==> config.mk <==
export PLATFORM = sky130hd
export DESIGN_NAME = cubemap_texel_address_top
export DESIGN_NICKNAME = d
export VERILOG_FILES = /design/src/rtl/cta_pkg.sv /design/src/rtl/cta_front.sv /design/src/rtl/cta_fifo.sv /design/src/rtl/cta_back.sv /design/src/rtl/cubemap_texel_address_top.sv
export SDC_FILE = /design/constraint.sdc
export NUM_CORES = 2
export LEC_CHECK = 0
export ABC_AREA = 1
export ABC_CLOCK_PERIOD_IN_PS = 56100
export BUFFER_PORTS_ARGS = -buffer_cell sky130_fd_sc_hd__buf_2
export CORE_AREA = 2 2 384 386
export DETAILED_ROUTE_END_ITERATION = 8
export DIE_AREA = 0 0 386 388
export GPL_ROUTABILITY_DRIVEN = 0
export PLACE_DENSITY_LB_ADDON = 0.12
export SLEW_MARGIN = 20
export SYNTH_ARGS = -nofsm -noshare
export SYNTH_HDL_FRONTEND = slang
export SYNTH_SLANG_ARGS = --single-unit
==> constraint.sdc <==
create_clock -name i_clk -period 56.1 [get_ports i_clk]
set_input_delay 11.22 -clock i_clk [delete_from_list [all_inputs] [get_ports i_clk]]
set_output_delay 11.22 -clock i_clk [all_outputs]
set_load 0.03 [all_outputs]
==> src/rtl/cta_pkg.sv <==
// cube map texel address: shared constants for face codes, config indexes and defaults
// used by the front, back and top level modules; depends on nothing
`default_nettype none

package cta_pkg;

    localparam int DIR_BITS_DEF      = 16;
    localparam int FACE_DIM_BITS_DEF = 12;
    localparam int QUEUE_DEPTH       = 4;

    localparam int FACE_BITS = 3;

    localparam logic [FACE_BITS-1:0] FACE_POS_X = 3'd0;
    localparam logic [FACE_BITS-1:0] FACE_NEG_X = 3'd1;
    localparam logic [FACE_BITS-1:0] FACE_POS_Y = 3'd2;
    localparam logic [FACE_BITS-1:0] FACE_NEG_Y = 3'd3;
    localparam logic [FACE_BITS-1:0] FACE_POS_Z = 3'd4;
    localparam logic [FACE_BITS-1:0] FACE_NEG_Z = 3'd5;

    localparam int CFG_IDX_BITS = 2;

    localparam logic [CFG_IDX_BITS-1:0] REG_FACE_WIDTH  = 2'd0;
    localparam logic [CFG_IDX_BITS-1:0] REG_FACE_HEIGHT = 2'd1;

    localparam int DIM_RESET = 512;

endpackage

`default_nettype wire

==> src/rtl/cta_front.sv <==
// cube map texel address front end: major axis pick, face code and division operands
// depends on cta_pkg
`default_nettype none

module cta_front
    import cta_pkg::*;
#(
    parameter int DIR_BITS = DIR_BITS_DEF
) (
    input  wire logic                       i_clk,
    input  wire logic                       i_rst_n,
    input  wire logic                       i_valid,
    output logic                            o_ready,
    input  wire logic signed [DIR_BITS-1:0] i_dir_x,
    input  wire logic signed [DIR_BITS-1:0] i_dir_y,
    input  wire logic signed [DIR_BITS-1:0] i_dir_z,
    output logic                            o_valid,
    input  wire logic                       i_ready,
    output logic [FACE_BITS-1:0]            o_face,
    output logic [DIR_BITS:0]               o_num_s,
    output logic [DIR_BITS:0]               o_num_t,
    output logic [DIR_BITS-1:0]             o_ma,
    output logic                            o_zero
);

    function automatic logic [DIR_BITS-1:0] f_abs(input logic [DIR_BITS-1:0] c);
        logic [DIR_BITS:0] ext;
        logic [DIR_BITS:0] neg;
        ext = {c[DIR_BITS-1], c};
        neg = -ext;
        return c[DIR_BITS-1] ? neg[DIR_BITS-1:0] : c;
    endfunction

    // sc + ma (or tc + ma), always in 0 .. 2*ma
    function automatic logic [DIR_BITS:0] f_num(input logic [DIR_BITS-1:0] c,
                                                input logic neg,
                                                input logic [DIR_BITS-1:0] m);
        logic [DIR_BITS+1:0] cs;
        logic [DIR_BITS+1:0] sum;
        cs = {{2{c[DIR_BITS-1]}}, c};
        if (neg) begin
            cs = -cs;
        end
        sum = {2'b00, m} + cs;
        return sum[DIR_BITS:0];
    endfunction

    logic [DIR_BITS-1:0]  ax, ay, az;
    logic                 pos_x, pos_y, pos_z;
    logic [DIR_BITS-1:0]  ma;
    logic [FACE_BITS-1:0] face;
    logic [DIR_BITS-1:0]  sc_c, tc_c;
    logic                 sc_n, tc_n;

    logic                 r_v;
    logic [FACE_BITS-1:0] r_face;
    logic [DIR_BITS:0]    r_num_s, r_num_t;
    logic [DIR_BITS-1:0]  r_ma;
    logic                 r_zero;
    logic                 load;

    assign ax = f_abs(i_dir_x);
    assign ay = f_abs(i_dir_y);
    assign az = f_abs(i_dir_z);

    assign pos_x = !i_dir_x[DIR_BITS-1] && (i_dir_x != '0);
    assign pos_y = !i_dir_y[DIR_BITS-1] && (i_dir_y != '0);
    assign pos_z = !i_dir_z[DIR_BITS-1] && (i_dir_z != '0);

    always_comb begin
        ma   = az;
        face = FACE_NEG_Z;
        sc_c = i_dir_x;
        sc_n = 1'b1;
        tc_c = i_dir_y;
        tc_n = 1'b1;
        priority if (ax > ay && ax > az) begin
            ma   = ax;
            sc_c = i_dir_z;
            tc_c = i_dir_y;
            tc_n = 1'b1;
            if (pos_x) begin
                face = FACE_POS_X;
                sc_n = 1'b1;
            end else begin
                face = FACE_NEG_X;
                sc_n = 1'b0;
            end
        end else if (ay > az) begin
            ma   = ay;
            sc_c = i_dir_x;
            sc_n = 1'b0;
            tc_c = i_dir_z;
            if (pos_y) begin
                face = FACE_POS_Y;
                tc_n = 1'b0;
            end else begin
                face = FACE_NEG_Y;
                tc_n = 1'b1;
            end
        end else begin
            ma   = az;
            sc_c = i_dir_x;
            tc_c = i_dir_y;
            tc_n = 1'b1;
            if (pos_z) begin
                face = FACE_POS_Z;
                sc_n = 1'b0;
            end else begin
                face = FACE_NEG_Z;
                sc_n = 1'b1;
            end
        end
    end

    assign o_ready = !r_v || i_ready;
    assign load    = i_valid && o_ready;

    always_ff @(posedge i_clk) begin
        if (!i_rst_n) begin
            r_v <= 1'b0;
        end else if (o_ready) begin
            r_v <= i_valid;
        end
    end

    always_ff @(posedge i_clk) begin
        if (load) begin
            r_face  <= face;
            r_num_s <= f_num(sc_c, sc_n, ma);
            r_num_t <= f_num(tc_c, tc_n, ma);
            r_ma    <= ma;
            r_zero  <= (ma == '0);
        end
    end

    assign o_valid = r_v;
    assign o_face  = r_face;
    assign o_num_s = r_num_s;
    assign o_num_t = r_num_t;
    assign o_ma    = r_ma;
    assign o_zero  = r_zero;

endmodule

`default_nettype wire

==> src/rtl/cta_fifo.sv <==
// cube map texel address queue between front and back, register based
// no dependencies
`default_nettype none

module cta_fifo #(
    parameter int WIDTH = 8,
    parameter int DEPTH = 4
) (
    input  wire logic             i_clk,
    input  wire logic             i_rst_n,
    input  wire logic             i_valid,
    output logic                  o_ready,
    input  wire logic [WIDTH-1:0] i_data,
    output logic                  o_valid,
    input  wire logic             i_ready,
    output logic [WIDTH-1:0]      o_data
);

    localparam int PW = $clog2(DEPTH);
    localparam int CW = $clog2(DEPTH + 1);

    logic [WIDTH-1:0] r_mem [0:DEPTH-1];
    logic [PW-1:0]    r_wp, r_rp;
    logic [CW-1:0]    r_cnt;
    logic             push, pop;

    assign o_ready = (r_cnt != CW'(DEPTH));
    assign o_valid = (r_cnt != '0);
    assign o_data  = r_mem[r_rp];
    assign push    = i_valid && o_ready;
    assign pop     = o_valid && i_ready;

    always_ff @(posedge i_clk) begin
        if (!i_rst_n) begin
            r_wp  <= '0;
            r_rp  <= '0;
            r_cnt <= '0;
        end else begin
            if (push) begin
                r_wp <= (r_wp == PW'(DEPTH - 1)) ? '0 : r_wp + 1'b1;
            end
            if (pop) begin
                r_rp <= (r_rp == PW'(DEPTH - 1)) ? '0 : r_rp + 1'b1;
            end
            if (push && !pop) begin
                r_cnt <= r_cnt + 1'b1;
            end else if (pop && !push) begin
                r_cnt <= r_cnt - 1'b1;
            end
        end
    end

    always_ff @(posedge i_clk) begin
        if (push) begin
            r_mem[r_wp] <= i_data;
        end
    end

endmodule

`default_nettype wire

==> src/rtl/cta_back.sv <==
// cube map texel address back end: scale, pipelined restoring divide, clamp, linear index
// depends on cta_pkg
`default_nettype none

module cta_back
    import cta_pkg::*;
#(
    parameter int DIR_BITS      = DIR_BITS_DEF,
    parameter int FACE_DIM_BITS = FACE_DIM_BITS_DEF
) (
    input  wire logic                       i_clk,
    input  wire logic                       i_rst_n,
    input  wire logic [FACE_DIM_BITS:0]     i_width,
    input  wire logic [FACE_DIM_BITS:0]     i_height,
    input  wire logic                       i_valid,
    output logic                            o_ready,
    input  wire logic [FACE_BITS-1:0]       i_face,
    input  wire logic [DIR_BITS:0]          i_num_s,
    input  wire logic [DIR_BITS:0]          i_num_t,
    input  wire logic [DIR_BITS-1:0]        i_ma,
    input  wire logic                       i_zero,
    output logic                            o_valid,
    input  wire logic                       i_ready,
    output logic [FACE_BITS-1:0]            o_face,
    output logic [FACE_DIM_BITS-1:0]        o_texel_col,
    output logic [FACE_DIM_BITS-1:0]        o_texel_row,
    output logic [2*FACE_DIM_BITS-1:0]      o_texel_index
);

    localparam int QW = FACE_DIM_BITS + 1;
    localparam int NW = DIR_BITS + FACE_DIM_BITS + 2;
    localparam int RW = DIR_BITS + 1;
    localparam int XW = 2 * FACE_DIM_BITS + 1;

    logic                 en;
    logic [NW-1:0]        prod_s, prod_t;

    logic [QW:0]          r_v;
    logic [RW-1:0]        r_rem_s [0:QW];
    logic [RW-1:0]        r_rem_t [0:QW];
    logic [QW-1:0]        r_low_s [0:QW];
    logic [QW-1:0]        r_low_t [0:QW];
    logic [QW-1:0]        r_q_s   [0:QW];
    logic [QW-1:0]        r_q_t   [0:QW];
    logic [RW-1:0]        r_div   [0:QW];
    logic [FACE_BITS-1:0] r_face  [0:QW];
    logic                 r_zero  [0:QW];

    logic [RW-1:0]        n_rem_s [1:QW];
    logic [RW-1:0]        n_rem_t [1:QW];
    logic [QW-1:0]        n_q_s   [1:QW];
    logic [QW-1:0]        n_q_t   [1:QW];

    logic                 r_vc;
    logic [FACE_BITS-1:0] r_face_c;
    logic [FACE_DIM_BITS-1:0] r_col_c, r_row_c;
    logic [FACE_DIM_BITS-1:0] n_col_c, n_row_c;

    logic                 r_vo;
    logic [FACE_BITS-1:0] r_face_o;
    logic [FACE_DIM_BITS-1:0] r_col_o, r_row_o;
    logic [2*FACE_DIM_BITS-1:0] r_index_o;
    logic [XW-1:0]        lin;

    // whole pipe moves unless the output holds an untaken result
    assign en      = !r_vo || i_ready;
    assign o_ready = en;

    assign prod_s = NW'(i_num_s) * NW'(i_width);
    assign prod_t = NW'(i_num_t) * NW'(i_height);

    // one quotient bit per stage
    always_comb begin
        logic [RW:0] cand_s;
        logic [RW:0] cand_t;
        logic [RW:0] dv;
        for (int k = 1; k <= QW; k++) begin
            dv     = {1'b0, r_div[k-1]};
            cand_s = {r_rem_s[k-1], r_low_s[k-1][QW-1]};
            cand_t = {r_rem_t[k-1], r_low_t[k-1][QW-1]};
            if (cand_s >= dv) begin
                n_rem_s[k] = RW'(cand_s - dv);
                n_q_s[k]   = {r_q_s[k-1][QW-2:0], 1'b1};
            end else begin
                n_rem_s[k] = RW'(cand_s);
                n_q_s[k]   = {r_q_s[k-1][QW-2:0], 1'b0};
            end
            if (cand_t >= dv) begin
                n_rem_t[k] = RW'(cand_t - dv);
                n_q_t[k]   = {r_q_t[k-1][QW-2:0], 1'b1};
            end else begin
                n_rem_t[k] = RW'(cand_t);
                n_q_t[k]   = {r_q_t[k-1][QW-2:0], 1'b0};
            end
        end
    end

    // clamp u or v equal to one, center texel for a zero vector
    always_comb begin
        if (r_zero[QW]) begin
            n_col_c = FACE_DIM_BITS'(i_width >> 1);
            n_row_c = FACE_DIM_BITS'(i_height >> 1);
        end else begin
            n_col_c = (r_q_s[QW] >= i_width)  ? FACE_DIM_BITS'(i_width - 1'b1)
                                              : FACE_DIM_BITS'(r_q_s[QW]);
            n_row_c = (r_q_t[QW] >= i_height) ? FACE_DIM_BITS'(i_height - 1'b1)
                                              : FACE_DIM_BITS'(r_q_t[QW]);
        end
    end

    assign lin = XW'(r_col_c) + XW'(r_row_c) * XW'(i_width);

    always_ff @(posedge i_clk) begin
        if (!i_rst_n) begin
            r_v  <= '0;
            r_vc <= 1'b0;
            r_vo <= 1'b0;
        end else if (en) begin
            r_v  <= {r_v[QW-1:0], i_valid};
            r_vc <= r_v[QW];
            r_vo <= r_vc;
        end
    end

    always_ff @(posedge i_clk) begin
        if (en) begin
            r_rem_s[0] <= prod_s[NW-1:QW];
            r_rem_t[0] <= prod_t[NW-1:QW];
            r_low_s[0] <= prod_s[QW-1:0];
            r_low_t[0] <= prod_t[QW-1:0];
            r_q_s[0]   <= '0;
            r_q_t[0]   <= '0;
            r_div[0]   <= {i_ma, 1'b0};
            r_face[0]  <= i_face;
            r_zero[0]  <= i_zero;
            for (int k = 1; k <= QW; k++) begin
                r_rem_s[k] <= n_rem_s[k];
                r_rem_t[k] <= n_rem_t[k];
                r_low_s[k] <= {r_low_s[k-1][QW-2:0], 1'b0};
                r_low_t[k] <= {r_low_t[k-1][QW-2:0], 1'b0};
                r_q_s[k]   <= n_q_s[k];
                r_q_t[k]   <= n_q_t[k];
                r_div[k]   <= r_div[k-1];
                r_face[k]  <= r_face[k-1];
                r_zero[k]  <= r_zero[k-1];
            end
            r_face_c  <= r_face[QW];
            r_col_c   <= n_col_c;
            r_row_c   <= n_row_c;
            r_face_o  <= r_face_c;
            r_col_o   <= r_col_c;
            r_row_o   <= r_row_c;
            r_index_o <= lin[2*FACE_DIM_BITS-1:0];
        end
    end

    assign o_valid       = r_vo;
    assign o_face        = r_face_o;
    assign o_texel_col   = r_col_o;
    assign o_texel_row   = r_row_o;
    assign o_texel_index = r_index_o;

endmodule

`default_nettype wire

==> src/rtl/cubemap_texel_address_top.sv <==
// cube map texel address top level: face size registers, front, queue and back
// depends on cta_pkg, cta_front, cta_fifo, cta_back
// throughput one transfer per cycle while i_ready takes results, set by the divider
// pipeline retiring one quotient bit per stage; a four-entry queue decouples
// classification from the divider
// synchronous active-low reset empties the pipe and queue and sets both face sizes to 512
`default_nettype none

module cubemap_texel_address_top
    import cta_pkg::*;
#(
    parameter int DIR_BITS      = DIR_BITS_DEF,
    parameter int FACE_DIM_BITS = FACE_DIM_BITS_DEF
) (
    input  wire logic                       i_clk,
    input  wire logic                       i_rst_n,
    input  wire logic                       i_cfg_we,
    input  wire logic [CFG_IDX_BITS-1:0]    i_cfg_idx,
    input  wire logic [FACE_DIM_BITS:0]     i_cfg_data,
    input  wire logic                       i_valid,
    output logic                            o_ready,
    input  wire logic signed [DIR_BITS-1:0] i_dir_x,
    input  wire logic signed [DIR_BITS-1:0] i_dir_y,
    input  wire logic signed [DIR_BITS-1:0] i_dir_z,
    output logic                            o_valid,
    input  wire logic                       i_ready,
    output logic [FACE_BITS-1:0]            o_face,
    output logic [FACE_DIM_BITS-1:0]        o_texel_col,
    output logic [FACE_DIM_BITS-1:0]        o_texel_row,
    output logic [2*FACE_DIM_BITS-1:0]      o_texel_index
);

    localparam int DW  = FACE_DIM_BITS + 1;
    localparam int QDW = FACE_BITS + 2 * (DIR_BITS + 1) + DIR_BITS + 1;
    localparam logic [DW-1:0] DIM_MAX = DW'(1) << FACE_DIM_BITS;

    logic [DW-1:0] r_face_width, r_face_height;
    logic [DW-1:0] eff_w, eff_h;

    logic                 f_valid, f_ready;
    logic [FACE_BITS-1:0] f_face;
    logic [DIR_BITS:0]    f_num_s, f_num_t;
    logic [DIR_BITS-1:0]  f_ma;
    logic                 f_zero;

    logic                 q_valid, q_ready;
    logic [QDW-1:0]       q_in, q_out;

    always_ff @(posedge i_clk) begin
        if (!i_rst_n) begin
            r_face_width  <= DW'(DIM_RESET);
            r_face_height <= DW'(DIM_RESET);
        end else if (i_cfg_we) begin
            if (i_cfg_idx == REG_FACE_WIDTH) begin
                r_face_width <= i_cfg_data;
            end
            if (i_cfg_idx == REG_FACE_HEIGHT) begin
                r_face_height <= i_cfg_data;
            end
        end
    end

    // zero acts as one, oversize acts as the largest face
    always_comb begin
        eff_w = r_face_width;
        eff_h = r_face_height;
        if (r_face_width == '0) begin
            eff_w = DW'(1);
        end else if (r_face_width > DIM_MAX) begin
            eff_w = DIM_MAX;
        end
        if (r_face_height == '0) begin
            eff_h = DW'(1);
        end else if (r_face_height > DIM_MAX) begin
            eff_h = DIM_MAX;
        end
    end

    cta_front #(
        .DIR_BITS (DIR_BITS)
    ) u_front (
        .i_clk   (i_clk),
        .i_rst_n (i_rst_n),
        .i_valid (i_valid),
        .o_ready (o_ready),
        .i_dir_x (i_dir_x),
        .i_dir_y (i_dir_y),
        .i_dir_z (i_dir_z),
        .o_valid (f_valid),
        .i_ready (f_ready),
        .o_face  (f_face),
        .o_num_s (f_num_s),
        .o_num_t (f_num_t),
        .o_ma    (f_ma),
        .o_zero  (f_zero)
    );

    assign q_in = {f_face, f_num_s, f_num_t, f_ma, f_zero};

    cta_fifo #(
        .WIDTH (QDW),
        .DEPTH (QUEUE_DEPTH)
    ) u_queue (
        .i_clk   (i_clk),
        .i_rst_n (i_rst_n),
        .i_valid (f_valid),
        .o_ready (f_ready),
        .i_data  (q_in),
        .o_valid (q_valid),
        .i_ready (q_ready),
        .o_data  (q_out)
    );

    cta_back #(
        .DIR_BITS      (DIR_BITS),
        .FACE_DIM_BITS (FACE_DIM_BITS)
    ) u_back (
        .i_clk         (i_clk),
        .i_rst_n       (i_rst_n),
        .i_width       (eff_w),
        .i_height      (eff_h),
        .i_valid       (q_valid),
        .o_ready       (q_ready),
        .i_face        (q_out[QDW-1 -: FACE_BITS]),
        .i_num_s       (q_out[QDW-FACE_BITS-1 -: DIR_BITS+1]),
        .i_num_t       (q_out[DIR_BITS+1+DIR_BITS -: DIR_BITS+1]),
        .i_ma          (q_out[DIR_BITS:1]),
        .i_zero        (q_out[0]),
        .o_valid       (o_valid),
        .i_ready       (i_ready),
        .o_face        (o_face),
        .o_texel_col   (o_texel_col),
        .o_texel_row   (o_texel_row),
        .o_texel_index (o_texel_index)
    );

endmodule

`default_nettype wire
**Yosys cells after proc, flatten, opt, wreduce, memory -nomap -nowiden**

Memory sizes are Yosys's and may differ from the RTL's. A register that Yosys moved wholly into a read port is not among the register bits.
Index checks and enable logic that the tools add are counted.
W data, S select, Z words.

- Register bits: 179
- RAM bits: 1714
- Input port bits: 68
- Word-level logic and storage cells: 233
- Memories kept: 10

- $add $sub $neg: 40
- $mul: 3
- Order comparisons: 33
- Equality and inequality tests: 4
- Muxes and demuxes: 94
- Reductions and logical operators: 29

Memories:

| memory | words | width | rd ports | clocked after Yosys merged registers in | write ports | RTL line | text |
|---|---|---|---|---|---|---|---|
| u_back.r_div | 14 | 17 | 13 | 0 | 14 | cta_back.sv:45 | `logic [RW-1:0] r_div [0:QW];` |
| u_back.r_rem_s | 14 | 17 | 13 | 0 | 14 | cta_back.sv:39 | `logic [RW-1:0] r_rem_s [0:QW];` |
| u_back.r_rem_t | 14 | 17 | 13 | 0 | 14 | cta_back.sv:40 | `logic [RW-1:0] r_rem_t [0:QW];` |
| u_queue.r_mem | 4 | 54 | 1 | 1 | 1 | cta_fifo.sv:22 | `logic [WIDTH-1:0] r_mem [0:DEPTH-1];` |
| u_back.r_low_s | 14 | 13 | 13 | 0 | 14 | cta_back.sv:41 | `logic [QW-1:0] r_low_s [0:QW];` |
| u_back.r_low_t | 14 | 13 | 13 | 0 | 14 | cta_back.sv:42 | `logic [QW-1:0] r_low_t [0:QW];` |
| +4 memories | -- | -- | -- | -- | -- | -- |  |

Operators by type and width:

| kind | count |
|---|---|
| $mux W17 | 30 |
| $ge A18 B17 Y1 | 26 |
| $sub A17 B17 Y17 | 26 |
| $mux W16 | 8 |
| $mul A17 B13 Y30 | 2 |
| $mux W13 | 4 |
| $gt A16 B16 Y1 | 3 |
| $mux W12 | 4 |
| $neg A16 Y16 | 3 |
| $reduce_bool A16 Y1 | 3 |
| $mux W1 | 40 |
| $add A16 B17 Y17 | 2 |
| $neg A17 Y17 | 2 |
| $ge A13 B13 Y1 | 2 |
| $gt A13 B13 Y1 const B | 2 |
| $logic_not A13 Y1 | 2 |
| $add A12 B24 Y24 | 1 |
| $mul A12 B13 Y24 | 1 |
| $sub A12 B1 Y12 const B | 2 |
| $logic_not A16 Y1 | 1 |
| $mux W3 | 4 |
| $logic_and A1 B1 Y1 | 9 |
| $mux W2 | 4 |
| $logic_not A1 Y1 | 7 |
| other kinds (11) | 15 |

**Longest topological paths before layout**

- Depth in word-level cells: 9
- Mapped depth: 39
- Mapped depth without buffers: 38

**By module**

A second synthesis with hierarchy kept.

- Cells, all modules: 12258
- Area total of the unflattened synthesis: 105507.4 µm²

Modules (own cells, without submodules):

| module | instances | cells an instance | area an instance (µm²) | seq. area each (µm²) |
|---|---|---|---|---|
| cta_back | 1 | 10517 | 88862.7 | 34793.4 |
| cta_fifo | 1 | 592 | 8478.1 | 6666.4 |
| cta_front | 1 | 978 | 6877.8 | 1641.6 |
| cubemap_texel_address_top | 1 | 171 | 1288.7 | 520.5 |

**Least setup slack after synthesis**

No wires, ideal clock.

- Path kind: input to register
- Start: input port i_ready
- End: register u_back.r_face_o[0] (netlist: u_back.o_face[0]) (enable)
- Data arrival time: 42.456 ns
- Slack: 11.686 ns
- Stages: 3
- Path buffers: 1
- Cells stage by stage: nor2_1 -> inv_1 -> clkbuf_1

- Cells in the longest elaborated chain, start to end: 1

RTL lines:

| item | RTL line | text |
|---|---|---|
| from (decl) | cubemap_texel_address_top.sv:26 | `input wire logic i_ready,` |
| $logic_or A1 B1 Y1 | cta_back.sv:66 | `assign en = !r_vo \|\| i_ready;` |
| to (signal assigned) | cta_back.sv:150 | `r_face_o <= r_face_c;` |
| to (decl) | cta_back.sv:60 | `logic [FACE_BITS-1:0] r_face_o;` |

No other way between the ends.
A chain may end at the register's enable or synchronous reset.

**Final worst setup path**

- Start: input port i_dir_y[0]
- End: register u_front.r_num_s[14] (netlist: u_front.o_num_s[14]) (data pin)

- Elaborated cells between the ends (all ways): 14
- Those cells by class: add/sub (3); order compare (2); mux (8); reduce/logical (1)

RTL lines:

| item | RTL line | text |
|---|---|---|
| from (decl) | cubemap_texel_address_top.sv:23 | `input wire logic signed [DIR_BITS-1:0] i_dir_y,` |
| $neg A16 Y16 | cta_front.sv:30 | `neg = -ext;` |
| $mux W16 (*) | cta_front.sv:31 | `return c[DIR_BITS-1] ? neg[DIR_BITS-1:0] : c;` |
| $gt A16 B16 Y1, on equally long branches | cta_front.sv:89, cta_front.sv:77 |  |
| $mux W16 / $logic_and A1 B1 Y1 (equally long branches) | cta_front.sv:89, cta_front.sv:77 |  |
| $mux W16 (*) | cta_front.sv:77 | `priority if (ax > ay && ax > az) begin` |
| via u_front.ma[3] | cta_front.sv:50 | `logic [DIR_BITS-1:0] ma;` |
| $add A16 B17 Y17 (*) | cta_front.sv:44 | `sum = {2'b00, m} + cs;` |
| to (signal assigned) | cta_front.sv:130 | `r_num_s <= f_num(sc_c, sc_n, ma);` |
| to (decl) | cta_front.sv:57 | `logic [DIR_BITS:0] r_num_s, r_num_t;` |

The timed path passes the listed nets; every way through them passes the cells marked *. The select of a mux whose other input is x is not followed.

==> metrics.md <==
| Metric | Value |
|---|---|
| Run status | completed |
| Global-route usage over all layers | 0.324 |
| Detailed placer's ending HPWL | 183000 um |
| RSZ-0062 raised after global routing | false |
| Clock latency on the worst-skew pair | 0.82 ns |
| Number of gates resized after cts | 0 |
| Routed WL | 242000 um |
| Worst slew pin tran | 1.24 ns |
| Critical Path Sink Type | flip-flop |
| Die width | 386 um |
| Critical path's largest stage delay | 0.71 ns |
| Top_reg_cell synth | edfxtp_1 |
| Initial drt markers | 6812 |
| Final Hold Fails | 0 |
| Final Skew | 0.0537 ns |
| Period Utilization, post-route | 0.312 |
| GRT overflow | 0 |
| Final setup viols | 0 |
| Crit path max fanout | 72 |
| Crit Path Class | in2reg |
| CTS max path bufs | 3 |
| Postcts setup bufs | 0 |
| Synth top area cells | edfxtp_1, fa_1, ha_1 |
| Hold_sp | u_back.r_low_s[7][7] |
| Area growth syn-to-layout | 8.50% |
| Distinct cells, synth | 64 |
| CTS Sinks | 1470 |
| Most frequent cells after synthesis | inv_1, edfxtp_1, nand2_1 |
| Area share of the largest cell type after synthesis | 0.452 |
| Tmin final | 17.52 ns |
| Largest net degree at the start of global routing | 190 |
| First-pass GRT wire length | 374000 um |
| H-tree depth | 4 |
| Seq/Total Area, Yosys | 0.463 |
| Max Cap Viol | 0 |
| Drt via density | 5.97 |
| Initial Util | 0.649 |
| CP arrival | 18.06 ns |
| Fraction of layout cells with a size suffix above 1 | 0.0570 |
| Setup TNS | 0 ns |
| Post-synth EDFFs | 1418 |
| WL/cell | 20.9 um |
| CTS tree | yes |
| Die ar. | 150000 sq um |
| Mapped Cells | 9381 |
| Slowest cell on crit path | nand2_4 |
| Syn Std Cell Area | 94300 sq um |
| I/O Buffers | 120 |
| Flop and latch count out of synthesis | 1470 |
| CTS Buf Count | 154 |
| Syn_nets | 10700 |
| WP data required | 56.64 ns |
| Register clock-pin slew on the reported worst setup and hold paths | 0.06 ns |
| Crit. Startpoint | i_dir_y[0] |
| # IOs | 121 |
| Die Ht | 388 um |
| Slew HR | 0.161 |
| Hold buffers post-CTS | 0 |
| Post-synth top area cell | edfxtp_1 |
| Worst Hold Class | reg2reg |
| Vias | 69100 |
| Root Driver | clkbuf_16 |
| FP Rows | 140 |
| Syn avg cell area | 10.1 sq um |
| Synthesis Warnings | 0 |
| Vias in the first global route | 67500 |
| Nets | 10800 |
| Post-synth ARST share | 0 |
| ANT nets after route | 0 |
| Total core area | 145000 sq um |
| Detailed-router iteration count before antenna repair | 6 |
| Most common cell in the netlist | inv_1 |
| Drc violations | 0 |
| Crit path launch type | primary input |
| Fmax | 0.0571 GHz |
| Fin. max-slew vios | 0 |
| Initial antenna violation count | 4 |
==> flip-flops by register name, indices dropped and copies added, names as in the netlist, 13 cells and up, named ones only <==
| register | cells |
|---|---|
| u_back.r_rem_s | 221 |
| u_back.r_low_t | 91 |
| u_back.r_rem_t | 221 |
| u_front.o_ma | 16 |
| u_front.o_num_s | 17 |
| u_back.r_zero | 14 |
| u_back.r_v | 14 |
| u_back.o_texel_index | 24 |
| r_face_height | 13 |
| r_face_width | 13 |
| u_back.r_div | 208 |
| u_back.r_low_s | 91 |
| u_front.o_num_t | 17 |
| u_back.r_q_t | 91 |
| u_back.r_face | 42 |
| u_back.r_q_s | 91 |
| u_queue.r_mem | 216 |
==> final timing paths <==
kind,to,slack [ns],depth (start not counted)
worst max-delay path,u_front.o_num_s[14],38.58,30
worst min-delay path,u_back.r_low_s[8][8],0.40,0
worst max register to register,u_back.r_rem_s[0][14],47.98,29
worst min register to register,u_back.r_low_s[8][8],0.40,0
==> logic make-up after synthesis <==
family          after synthesis  synth area share
mux                           5          0.000597
xor+xnor                    493            0.0458
flops                      1470             0.463
simple gates               2779             0.121
fa+ha+maj                  1229             0.201
buf+inv                    1667            0.0674
compound gates             1738             0.101
==> per-layer routing <==
layer,track usage,wire [um],vias to the layer above
met1,0.434,95600,33100
li1,-,-,31900
met5,0,0,-
met2,0.495,108000,3323
met3,0.0630,22300,695
met4,0.183,15700,0
==> layout make-up <==
type,count,area (sq um)
Clock inverter,91,1150
Tap cell,1917,2400
Inverter,1462,5500
Timing Repair Buffer,193,1190
Antenna cell,4,10.0
Multi-Input combinational cell,6244,44400
Sequential cell,1470,43600
Clock buffer,190,4040
Fill cell,10600,42900
==> worst max-delay path: cells and delay by family <==
family,cells,cell delay (ns)
adder cells (fa/ha/maj),3,0.87
buffers and inverters,5,0.60
XOR/XNOR,2,0.61
AND/OR/NAND/NOR,13,2.85
AO/OA/AOI/OAI,7,1.86
==> layout by cell type (no fill, tap or decap), types with 16 or more instances in the layout <==
cell and instances:
xnor2_1 180, edfxtp_1 1418, fa_1 477, buf_2 120
a221oi_1 25, clkinv_2 26, o21ai_1 33, clkbuf_1 32
o31ai_1 58, o22ai_1 24, or2_2 51, nor4_1 40
nand3b_1 22, nor3_1 78, nand4_1 83, a21oi_1 942
o21a_1 16, dfxtp_1 51, a31oi_1 51, xor2_1 313
buf_4 70, o21ai_0 445, nor2_1 1023, nand3_1 165
o211ai_1 35, ha_1 752, inv_1 1441, clkinv_1 26
nand2_1 1254, a21boi_0 29, clkbuf_16 155
==> per-stage QoR <==
step,setup slack (ns),util,hold WS (ns),instances,cell area (sq um)
after CTS,38.93,0.704,0.395,11600,102000
final,38.58,0.705,0.400,11600,102000
after global routing,38.16,0.704,0.415,11600,102000
after floorplan,11.69,-,0.400,9381,94300
after global placement,38.35,0.668,0.401,11300,97100
after detailed placement,38.19,0.668,0.405,11300,97100
Power is not shown: default switching activity piles up to over one toggle a cycle in this logic, so the estimate is an artifact.
